File: config.mk
export PLATFORM = sky130hd
export DESIGN_NAME = lpsel_select
export DESIGN_NICKNAME = d
export VERILOG_FILES = /design/src/rtl/lpsel_pkg.sv /design/src/rtl/lpsel_select.sv
export VERILOG_INCLUDE_DIRS = /design/src /design/src/rtl
export SDC_FILE = /design/constraint.sdc
export NUM_CORES = 1
export LEC_CHECK = 0
export BUFFER_PORTS_ARGS = -buffer_cell sky130_fd_sc_hd__buf_4
export CORE_MARGIN = 1
export CORE_UTILIZATION = 40
export CTS_CLUSTER_DIAMETER = 120
export DETAILED_ROUTE_END_ITERATION = 8
export SYNTH_ARGS = -nofsm -noshare
export SYNTH_HDL_FRONTEND = slang
export SYNTH_SLANG_ARGS = --single-unit
File: constraint.sdc
create_clock -name clk -period 13.55 [get_ports clk]
set_input_delay 1.355 -clock clk [delete_from_list [all_inputs] [get_ports clk]]
set_output_delay 1.355 -clock clk [all_outputs]
set_load 0.02 [all_outputs]
File: src/rtl/latency_percentile_select_unit_assert.svh
// Assertion macros shared by the percentile select unit.
// Each macro takes a label, clock, reset, a condition, a check and a message.
`ifndef LATENCY_PERCENTILE_SELECT_UNIT_ASSERT_SVH
`define LATENCY_PERCENTILE_SELECT_UNIT_ASSERT_SVH

`ifndef SYNTHESIS
`define LPSEL_ASSERT_IMP(lbl, clk, rst, cond, chk, msg) \
  lbl: assert property (@(posedge clk) disable iff (rst) (cond) |-> (chk)) \
    else $error(msg);
`define LPSEL_ASSERT_NXT(lbl, clk, rst, cond, chk, msg) \
  lbl: assert property (@(posedge clk) disable iff (rst) (cond) |=> (chk)) \
    else $error(msg);
`else
`define LPSEL_ASSERT_IMP(lbl, clk, rst, cond, chk, msg)
`define LPSEL_ASSERT_NXT(lbl, clk, rst, cond, chk, msg)
`endif

`endif

File: src/rtl/lpsel_pkg.sv
package lpsel_pkg;

  // Sample store geometry
  localparam int MAX_SAMPLES = 1024;
  localparam int ADDR_W      = (MAX_SAMPLES > 1) ? $clog2(MAX_SAMPLES) : 1;
  localparam int CNT_W       = $clog2(MAX_SAMPLES + 1);
  localparam int DATA_W      = 64;

  // Configuration register widths
  localparam int LIMIT_W   = 11;
  localparam int PCT_W     = 7;
  localparam int CFG_IDX_W = 2;
  localparam int CMP_W     = (CNT_W > LIMIT_W) ? CNT_W : LIMIT_W;

  // Register indexes
  localparam logic [CFG_IDX_W-1:0] REG_SMALL_SET_LIMIT = 2'd0;
  localparam logic [CFG_IDX_W-1:0] REG_PERCENT         = 2'd1;
  localparam logic [CFG_IDX_W-1:0] REG_WARN_LIMIT      = 2'd2;

  // Reset values
  localparam logic [LIMIT_W-1:0] SMALL_SET_LIMIT_RST = 11'd100;
  localparam logic [PCT_W-1:0]   PERCENT_RST         = 7'd99;
  localparam logic [DATA_W-1:0]  WARN_LIMIT_RST      = 64'd1000000;

  // Rank arithmetic: floor(n * percent / 100) by reciprocal multiply.
  // ceil(2^32 / 100) is exact for products below 2^30.
  localparam int PROD_W      = CNT_W + PCT_W;
  localparam int RECIP_W     = 26;
  localparam int RECIP_SHIFT = 32;
  localparam int FULL_W      = PROD_W + RECIP_W;
  localparam int QUOT_W      = FULL_W - RECIP_SHIFT;
  localparam logic [RECIP_W-1:0] RECIP = 26'd42949673;

  // Request from the batch front end to the selection engine
  typedef struct packed {
    logic              start;
    logic              take;
    logic [CNT_W-1:0]  count;
    logic [DATA_W-1:0] max;
  } sel_req_t;

  // Response from the selection engine
  typedef struct packed {
    logic              busy;
    logic              done;
    logic [DATA_W-1:0] value;
  } sel_resp_t;

endpackage

File: src/rtl/lpsel_select.sv
`include "latency_percentile_select_unit_assert.svh"

module lpsel_select
  import lpsel_pkg::*;
(
  input  logic               clk,
  input  logic               rst,
  input  sel_req_t           req,
  input  logic [LIMIT_W-1:0] small_set_limit,
  input  logic [PCT_W-1:0]   percent,
  output logic [ADDR_W-1:0]  rd_addr,
  input  logic [DATA_W-1:0]  rd_data,
  output sel_resp_t          resp
);

  typedef enum logic [8:0] {
    S_IDLE  = 9'b000000001,
    S_PROD  = 9'b000000010,
    S_QUOT  = 9'b000000100,
    S_CLAMP = 9'b000001000,
    S_CAND  = 9'b000010000,
    S_LOAD  = 9'b000100000,
    S_SCAN  = 9'b001000000,
    S_EVAL  = 9'b010000000,
    S_DONE  = 9'b100000000
  } state_t;

  state_t            state;
  logic [CNT_W-1:0]  n_reg;
  logic [DATA_W-1:0] max_reg;
  logic [PROD_W-1:0] prod;
  logic [QUOT_W-1:0] quot;
  logic [FULL_W-1:0] full;
  logic [CNT_W-1:0]  k;
  logic [CNT_W-1:0]  i;
  logic [CNT_W-1:0]  j;
  logic [CNT_W-1:0]  less;
  logic [CNT_W-1:0]  leq;
  logic [DATA_W-1:0] cand;
  logic [DATA_W-1:0] value;
  logic              is_lt;
  logic              is_le;

  assign full  = FULL_W'(prod) * FULL_W'(RECIP);
  assign is_lt = rd_data < cand;
  assign is_le = rd_data <= cand;

  // Read address: the candidate, then a sweep over the batch
  always_comb begin
    case (state)
      S_CAND:  rd_addr = i[ADDR_W-1:0];
      S_SCAN:  rd_addr = j[ADDR_W-1:0];
      default: rd_addr = '0;
    endcase
  end

  // Sequencer: rank, then count smaller and not-greater samples per candidate
  always_ff @(posedge clk) begin
    if (rst) begin
      state <= S_IDLE;
    end else begin
      case (state)
        S_IDLE: begin
          if (req.start) begin
            n_reg   <= req.count;
            max_reg <= req.max;
            if (req.count == '0) begin
              value <= '0;
              state <= S_DONE;
            end else if (CMP_W'(req.count) < CMP_W'(small_set_limit)) begin
              value <= req.max;
              state <= S_DONE;
            end else begin
              state <= S_PROD;
            end
          end
        end
        S_PROD: begin
          prod  <= PROD_W'(n_reg) * PROD_W'(percent);
          state <= S_QUOT;
        end
        S_QUOT: begin
          quot  <= full[FULL_W-1:RECIP_SHIFT];
          state <= S_CLAMP;
        end
        S_CLAMP: begin
          if (quot >= QUOT_W'(n_reg)) begin
            k <= n_reg - CNT_W'(1);
          end else begin
            k <= quot[CNT_W-1:0];
          end
          i     <= '0;
          state <= S_CAND;
        end
        S_CAND: begin
          state <= S_LOAD;
        end
        S_LOAD: begin
          cand  <= rd_data;
          j     <= CNT_W'(1);
          less  <= '0;
          leq   <= '0;
          state <= S_SCAN;
        end
        S_SCAN: begin
          // rd_data holds the sample at j - 1
          less <= less + CNT_W'(is_lt);
          leq  <= leq + CNT_W'(is_le);
          if (j == n_reg) begin
            state <= S_EVAL;
          end else begin
            j <= j + CNT_W'(1);
          end
        end
        S_EVAL: begin
          if (less <= k && k < leq) begin
            value <= cand;
            state <= S_DONE;
          end else if (i == n_reg - CNT_W'(1)) begin
            value <= max_reg;
            state <= S_DONE;
          end else begin
            i     <= i + CNT_W'(1);
            state <= S_CAND;
          end
        end
        S_DONE: begin
          if (req.take) begin
            state <= S_IDLE;
          end
        end
        default: begin
          state <= S_IDLE;
        end
      endcase
    end
  end

  assign resp.busy  = state != S_IDLE;
  assign resp.done  = state == S_DONE;
  assign resp.value = value;

  `LPSEL_ASSERT_IMP(a_start_idle, clk, rst, req.start, state == S_IDLE, "start while busy")
  `LPSEL_ASSERT_IMP(a_scan_range, clk, rst, state == S_SCAN, (j != '0) && (j <= n_reg), "scan index out of batch")
  `LPSEL_ASSERT_IMP(a_eval_counts, clk, rst, state == S_EVAL, (less <= leq) && (leq <= n_reg), "rank counts inconsistent")
  `LPSEL_ASSERT_NXT(a_rank_clamped, clk, rst, state == S_CLAMP, k < n_reg, "rank not below sample count")

endmodule

Yosys cells after proc, flatten, opt, wreduce, memory -nomap -nowiden
Index checks and enable logic that the tools add are counted.
- $mul: 2
- muxes and demuxes: 23
- $lt $le $gt $ge: 6
- reductions and logical operators: 15
- equal/unequal tests: 20
- bitwise gates (word level): 1
- add/subtract/negate cells: 5
- operator list (cell ; number):
    $mux 64 ; 5
    $pmux 64 s2 ; 1
    $pmux 11 s2 ; 4
    $pmux 9 s9 ; 1
    $le 64x64->1 ; 1
    $lt 64x64->1 ; 1
    $mux 9 ; 7
    $mul 18x26->44 const B ; 1
    $mux 11 ; 4
    $add 11x1->11 ; 2
    $add 11x1->11 const B ; 2
    $eq 11x11->1 ; 2
    $lt 11x11->1 ; 2
    $pmux 10 s2 ; 1
    $mul 11x7->18 ; 1
    $ge 12x11->1 ; 1
    $ne 2x2->1 const B ; 6
    $le 11x11->1 ; 1
    $logic_not 11->1 ; 1
    $sub 11x1->11 const B ; 1
    $reduce_and 2->1 ; 5
    $eq 9x1->1 const B ; 1
    $eq 9x2->1 const B ; 1
    $eq 9x3->1 const B ; 1
    14 further kinds ; 19
- register bits: 297
- logic and storage cells: 84
- input port bits: 161
- output and inout bits: 76

Depth between registers and ports, before layout
Gate-level depths: netlist of the first run.
- word-level depth: 5
- mapped depth: 20
- mapped depth without buffers: 20

Worst setup path before layout of the first run
Ideal clock, no wire load.
- path type: reg2reg
- from: register prod[7]
- to: register quot[11], data pin
- path slack: 7.500 ns
- required time: 13.284 ns
- cell stages (with the launch flop): 20
- period minus slack after synthesis: 6.050 ns
- arrival time: 5.784 ns
- buffers on the path: 0
- path through: edfxtp_1 fa_1 inv_1 fa_1 inv_1 fa_1 fa_1 fa_1 inv_1 fa_1 inv_1 ha_1 nand3_1 nor4_1 a32oi_1 a41oi_1 o211ai_1 a311oi_2 and4_1 nor3_1
- cells in the longest elaborated chain, start to end: 1
- ends and longest elaborated chain (item ; RTL line ; source):
    start, declared ; lpsel_select.sv:31 ; logic [PROD_W-1:0] prod;
    start signal, assigned ; lpsel_select.sv:79 ; prod <= PROD_W'(n_reg) * PROD_W'(percent);
    $mul 18x26->44 ; lpsel_select.sv:44 ; assign full = FULL_W'(prod) * FULL_W'(RECIP);
    named net full[43] ; lpsel_select.sv:33 ; logic [FULL_W-1:0] full;
    end signal, assigned ; lpsel_select.sv:83 ; quot <= full[FULL_W-1:RECIP_SHIFT];
    end, declared ; lpsel_select.sv:32 ; logic [QUOT_W-1:0] quot;
The timed path passes the listed nets, and every way through them passes these cells.
A chain may end at the register's enable or synchronous reset.

Final worst setup path of the first run
- from: register prod[8]
- to: register quot[11], data pin
Same word-level chain as after synthesis.

==> run summary, run 1 <==
Clock network
• worst-skew pair later-pin latency: 0.56 ns
• post-cts sizing count: 0
• postcts setup bufs: 0
• Max Root-Sink Buffers: 3
• number of sinks driven by the clock tree: 297
• hold buffer count at CTS: 0
• total clock buffers created by CTS: 36
• H-tree Lvls: 2
• TritonCTS clock tree: done
• clock-pin slew of the registers on the worst-case setup and hold paths: 0.05 ns
• CTS root buffer: sky130_fd_sc_hd__clkbuf_16

Route
• total detailed-routing wirelength: 63.5 mm
• wire length per cell after detailed routing: 19.8 um
• Avg Vias per Cell: 5.16
• count of unresolved DRC violations after routing: 0
• detailed-route via count: 16,500
• Detailed Route Iter0 Violations: 839
• first-pass iteration count of the detailed router: 5
• count of antenna-violating nets left after detailed routing: 0

STA
• period utilization: 50.1%
• final setup TNS: 0 ns
• number of pins exceeding their max-slew limit in the final report: 0
• highest attainable clock frequency: 147 MHz
• Max-Slew Margin vs Limit: 21.1%
• crit path time final: 6.79 ns
• Fin Hold WS: 0.550 ns
• Final setup viols: 0
• Fin. Hold Viols: 0
• setup repair after global routing missed its margin: no
• Final Worst Setup Slack: 6.76 ns
• slew of the pin with the lowest slew margin: 1.18 ns
• clock tree skew after final layout: 0.0266 ns

Layout
• Total Nets Final: 3,070
• synthesis-to-layout area growth: 15.8%
• final core utilization: 46.9%
• post-layout instance count excluding filler cells: 3,201
• final cell area excluding filler cells: 27,700 um^2
• share of cells above drive strength 1: 13.5%

Power
• internal power consumption: 2.02 mW
• switching component of the power: 975 uW
• clock network fraction of total power: 30.9%
• Comb pwr share: 32.8%
• power per cell area: 108 nW/um^2
• Power, Total: 3.00 mW
• part of the power in registers: 36.4%
• maximum vdd drop: 0.101 mV
• Switching Fraction: 32.6%
• standby leakage power: 12.9 nW

Die
• Std-Cell Core Area: 59,000 um^2
• area of the die: 60,700 um^2
• # rows: 89
• Die Wd: 246 um
• top-level port count: 237
• Die Ht: 246 um
• effective utilization at floorplan: 40.5%

Synthesis
• compound-gate portion of the synthesized area: 7.66%
• sequential fraction of the synthesis area: 37.0%
• main combinational cell family by area after synthesis: adder cells
• Seq cells post-synth: 297
• proportion of netlist area held by the largest area contributor: 36.2%
• top area cells in the synthesized netlist: sky130_fd_sc_hd__edfxtp_1 36%, sky130_fd_sc_hd__ha_1 17%, sky130_fd_sc_hd__fa_1 15%
• average instance area after synthesis: 11.0 um^2
• number of synthesized flops with an enable pin: 288
• fraction of registers with async set or reset after synthesis: 0%
• gate count after technology mapping: 2,163
• Distinct cells, synth: 72
• synth warn: 0
• synthesized-area fraction occupied by adder cells: 32.3%
• synthesized-area fraction occupied by xor and xnor cells: 3.49%
• simple-gate share of the synthesized area: 8.96%
• post-synthesis cell type with the largest combined area: sky130_fd_sc_hd__edfxtp_1
• area of the mapped netlist: 23,900 um^2
• commonest register cell after synthesis: sky130_fd_sc_hd__edfxtp_1
• multiplexer share of the synthesized area: 3.18%
• net count after synthesis: 2,832

Place
• number of buffer cells added on primary ports: 236
• placed cells: 3,136
• last weighted congestion value of the routability-driven placer: 0.916
• worst setup slack after placement: 6.83 ns
• half-perimeter wire length of the detailed placement result: 50.4 mm
• area of placed instances: 26,600 um^2

Worst setup path
• number of cells traversed by the worst register-to-register path: 19
• type of destination of the critical path: flop
• WP data arrival: 7.09 ns
• critical-path maximum fanout: 9
• reg-to-reg startpoint: prod[8]
• Setup crit start kind: flop
• start point of the critical path: prod[8]
• required time reported for the critical path endpoint: 13.85 ns
• kind of critical path: reg -> reg

Worst hold path
• Worst Hold Depth: 1
• critical hold path startpoint: state[2]
• class of the tightest hold or removal check: reg -> reg

Global route
• vias in the first global route: 17,000
• antenna violations before repair: 6
• combined global-route utilization of all metal layers: 21.0%
• first-pass GRT wire length: 97.0 mm
• pin count of the biggest net entering global routing: 76
• total congestion overflow after global routing: 0

Run status
• run status: complete, no violations

Flow run
• maxcap violations: 0

-- power by group through the flow --
stage / clock network, mW / logic (mW) / registers [mW]
2_1_floorplan: 0 / 0.692 / 1.11
3_3_place_gp: 0 / 0.959 / 1.11
3_5_place_dp: 0 / 0.978 / 1.11
4_1_cts: 0.946 / 0.986 / 1.09
5_1_grt: 0.977 / 1.11 / 1.09
6_report: 0.924 / 0.982 / 1.09
-- cell type report --
class	instances	area, um^2
Inverter	408	1530
Sequential cell	297	8830
Tap cell	773	967
Fill cell	5539	31400
Multi-Input combinational cell	1406	13300
Clock inverter	15	151
Clock buffer	46	948
Timing Repair Buffer	252	1890
Antenna cell	4	10.0
-- placed cells by master, fill, tap and decap left out, types with 39 or more instances in the layout --
master / Yosys / final
sky130_fd_sc_hd__buf_4: 1 / 252
sky130_fd_sc_hd__inv_1: 408 / 408
sky130_fd_sc_hd__nor2_1: 76 / 73
sky130_fd_sc_hd__ha_1: 326 / 326
sky130_fd_sc_hd__o21ai_0: 100 / 100
sky130_fd_sc_hd__edfxtp_1: 288 / 288
sky130_fd_sc_hd__nand3_1: 43 / 43
sky130_fd_sc_hd__xnor2_1: 39 / 39
sky130_fd_sc_hd__fa_1: 182 / 182
sky130_fd_sc_hd__a21oi_1: 62 / 62
sky130_fd_sc_hd__xor2_1: 51 / 51
sky130_fd_sc_hd__mux2i_1: 67 / 67
sky130_fd_sc_hd__nand2_1: 152 / 152
-- cell usage after synthesis (all sizes together) (26+ instances only) --
library cell  number
and2              38
clkbuf            43
edfxtp           288
ha               326
xor2              51
nand2            152
a21oi             62
fa               182
mux2i             67
o21ai            118
a21o              35
xnor2             39
nand3             43
nand4             26
inv              408
nor2              76
-- worst paths after layout --
path | end | slack [ns]
worst max-delay path | quot[11] | 6.76
worst min-delay path | state[3] | 0.55
worst max register to register | quot[11] | 6.76
worst min register to register | state[3] | 0.55
-- worst max-delay path, cell delays in order, from the launching register on --
cell and delay (ns):
sky130_fd_sc_hd__edfxtp_1 0.58, sky130_fd_sc_hd__fa_1 0.64, sky130_fd_sc_hd__inv_1 0.08, sky130_fd_sc_hd__fa_1 0.50
sky130_fd_sc_hd__inv_1 0.05, sky130_fd_sc_hd__fa_1 0.52, sky130_fd_sc_hd__fa_1 0.44, sky130_fd_sc_hd__fa_1 0.55
sky130_fd_sc_hd__inv_1 0.06, sky130_fd_sc_hd__fa_1 0.52, sky130_fd_sc_hd__inv_1 0.04, sky130_fd_sc_hd__ha_1 0.38
sky130_fd_sc_hd__nand3_1 0.19, sky130_fd_sc_hd__nor4_1 0.48, sky130_fd_sc_hd__nand3_1 0.15, sky130_fd_sc_hd__a41oi_1 0.49
sky130_fd_sc_hd__o211ai_1 0.21, sky130_fd_sc_hd__a311oi_2 0.37, sky130_fd_sc_hd__and4_1 0.24, sky130_fd_sc_hd__nor3_1 0.05
-- logic make-up (layout without fill, tap and decap cells) --
group,count (synthesis),after routing
other,0,4
AND/OR/NAND/NOR,435,435
flip-flops,297,297
adder cells (fa/ha/maj),508,508
AO/OA/AOI/OAI,296,296
multiplexers,75,75
XOR/XNOR,92,92
buffers and inverters,460,721
-- routing by layer --
| layer | global-route usage (%) | wire [um] |
|---|---|---|
| met2 | 36.1 | 30900 |
| met4 | 8.51 | 2300 |
| met3 | 2.56 | 3460 |
| met5 | 0 | 24 |
| met1 | 26.8 | 26800 |
Power figures use the tool's default switching activity.
==> run 2: changes to the inputs <==
clock period = 6.1 ns   (was 13.55 ns; I/O delays follow)
==> run 2 against run 1 <==
Effect of this change: sequential share of layout area is 1.0 points lower; via count rose by 0.44%; sequential cell count stayed put; critical endpoint unchanged.
==> run summary, run 2 (synthesized netlist as in run 1, its figures left out) <==
Worst setup path
• Setup crit start kind: flop
• start point of the critical path: prod[6]
• reg-to-reg startpoint: prod[6]
• type of destination of the critical path: flop
• WP data arrival: 6.29 ns
• critical-path maximum fanout: 4
• cell type with the highest occurrence count on the critical path: sky130_fd_sc_hd__fa_1
• required time reported for the critical path endpoint: 6.40 ns
• list of cells traversed by the critical path: fa_1 > inv_2 > fa_2 > inv_2 > fa_2 > fa_1 > fa_1 > inv_1 > fa_1 > inv_2 > ha_4 > nand2_4 > nor4_4 > nand3_1 > a41oi_2 > buf_4 > o211ai_1 > buf_4 > a311oi_4 > and4_1 > nor3_2
• slack of the worst reg-to-reg path: 0.11 ns
• kind of critical path: reg -> reg
• endpoint of the worst register-to-register path: quot[11]
• largest stage delay on the critical path: 0.61 ns
• crit path to: quot[11]
• number of cells traversed by the worst register-to-register path: 21
• cell type of the slowest stage on the worst timing path: sky130_fd_sc_hd__fa_1

Flow run
• maxcap violations: 0

Clock network
• TritonCTS clock tree: done
• worst-skew pair later-pin latency: 0.56 ns
• CTS root buffer: sky130_fd_sc_hd__clkbuf_16
• clock-pin slew of the registers on the worst-case setup and hold paths: 0.06 ns
• H-tree Lvls: 2
• Max Root-Sink Buffers: 3
• number of sinks driven by the clock tree: 297
• total clock buffers created by CTS: 37

STA
• clock tree skew after final layout: 0.0319 ns
• final setup TNS: 0 ns
• slew of the pin with the lowest slew margin: 1.21 ns
• setup repair after global routing missed its margin: yes
• highest attainable clock frequency: 167 MHz
• Final setup viols: 0
• period utilization: 98.2%
• crit path time final: 5.99 ns
• Fin. Hold Viols: 0
• number of pins exceeding their max-slew limit in the final report: 0
• Final Worst Setup Slack: 0.111 ns
• Max-Slew Margin vs Limit: 18.8%

Die
• Std-Cell Core Area: 59,000 um^2
• area of the die: 60,700 um^2
• top-level port count: 237
• Die Ht: 246 um
• # rows: 89
• effective utilization at floorplan: 40.5%
• Die Wd: 246 um

Layout
• Total Nets Final: 3,126
• final core utilization: 48.4%
• share of cells above drive strength 1: 17.6%
• most common cell after layout, fill and taps aside: sky130_fd_sc_hd__inv_1
• synthesis-to-layout area growth: 19.7%
• commonest cells after routing, fill and taps aside: 398 x sky130_fd_sc_hd__inv_1, 307 x sky130_fd_sc_hd__ha_1, 301 x sky130_fd_sc_hd__buf_4
• Register Area: 8830 um^2
• post-layout instance count excluding filler cells: 3,263
• area of the multi-input gates: 13,700 um^2
• fillers: 5,382

Route
• count of unresolved DRC violations after routing: 0
• wire length per cell after detailed routing: 19.8 um
• Detailed Route Iter0 Violations: 850
• count of antenna-violating nets left after detailed routing: 0
• first-pass iteration count of the detailed router: 5
• detailed-route via count: 16,600
• Avg Vias per Cell: 5.08
• total detailed-routing wirelength: 64.7 mm

Place
• number of buffer cells added on primary ports: 236
• placed cells: 3,177
• worst setup slack after placement: -0.0169 ns
• half-perimeter wire length of the detailed placement result: 51.9 mm
• last weighted congestion value of the routability-driven placer: 0.939

Global route
• first-pass GRT wire length: 97.4 mm
• vias in the first global route: 17,000
• pin count of the biggest net entering global routing: 76
• total congestion overflow after global routing: 0
• antenna violations before repair: 5
• combined global-route utilization of all metal layers: 21.1%

Worst hold path
• Worst Hold Depth: 1
• class of the tightest hold or removal check: in -> reg

Power
• power per cell area: 250 nW/um^2
• Power, Total: 7.16 mW
• standby leakage power: 13.3 nW
• maximum vdd drop: 0.254 mV

Run status
• run status: complete, no violations

## run 2: changes by cell type in the layout (fill, tap and decap cells not counted), moves of 3 or more
cell / delta
sky130_fd_sc_hd__buf_4: +49
sky130_fd_sc_hd__ha_1: -19
sky130_fd_sc_hd__ha_4: +18
sky130_fd_sc_hd__inv_1: -10
sky130_fd_sc_hd__inv_2: +10
sky130_fd_sc_hd__fa_1: -6
sky130_fd_sc_hd__fa_2: +6
sky130_fd_sc_hd__buf_6: +5
sky130_fd_sc_hd__nand3_1: -4
sky130_fd_sc_hd__clkinv_2: +3
sky130_fd_sc_hd__nand3_4: +3
## run 2: area by class of cell
type                    instances  share of cell area [%]
flip-flops and latches        297                    30.9
well taps                     773                    3.38
clock buffers                  47                    3.48
repair buffers                307                    8.17
inverters                     408                    5.36
multi-input cells            1406                    47.9
diodes                          5                  0.0438
clock inverters                20                   0.796
## run 2: worst min path at each step
stage / start / end / slack (ns)
final: req[5] / max_reg[5] / 0.24
after global routing: req[11] / max_reg[11] / 0.22
after CTS: req[11] / max_reg[11] / 0.21
after detailed placement: state[2] / state[3] / 0.54
after global placement: state[2] / state[3] / 0.52
after floorplan: state[1] / state[3] / 0.48
## run 2: worst max-delay path, delay by kind of cell (launching register included)
kind / cells / cell delay (ns)
AOI/OAI and AO/OA: 3 / 0.65
buffers and inverters: 6 / 0.51
DFF: 1 / 0.43
and+or+nand+nor: 5 / 0.85
adders and majority gates: 7 / 3.28
## run 2: metal layers
layer  global-route usage, %  vias up  share of wire [%]
met5                       0        -                  0
met4                    7.57        0                3.2
met3                    2.35       95                5.3
met2                    37.4      406                 50
met1                    26.4     8115                 41
li1                        -     7966                  -
## run 2: what timing repair did
action | 4_1_cts | 5_1_grt
resized for setup | 5 | 55
setup buffers | 1 | 13
pin swaps | 9 | 41
setup endpoints to repair | 1 | 7
hold buffers | 0 | 0
## run 2: report_power, final
| group | internal (mW) | switching, mW | total (mW) |
|---|---|---|---|
| clock network | 1.33 | 0.901 | 2.23 |
| logic | 1.13 | 1.38 | 2.51 |
| registers | 2.37 | 0.0397 | 2.41 |
| total | 4.84 | 2.32 | 7.16 |
## run 2: stage by stage
step                      instance area [um^2]  hold WS [ns]
final                                    28600         0.241
after global routing                     28600         0.218
after global placement                   26900         0.521
after floorplan                          23900         0.483
after detailed placement                 26900         0.543
after CTS                                28200         0.206
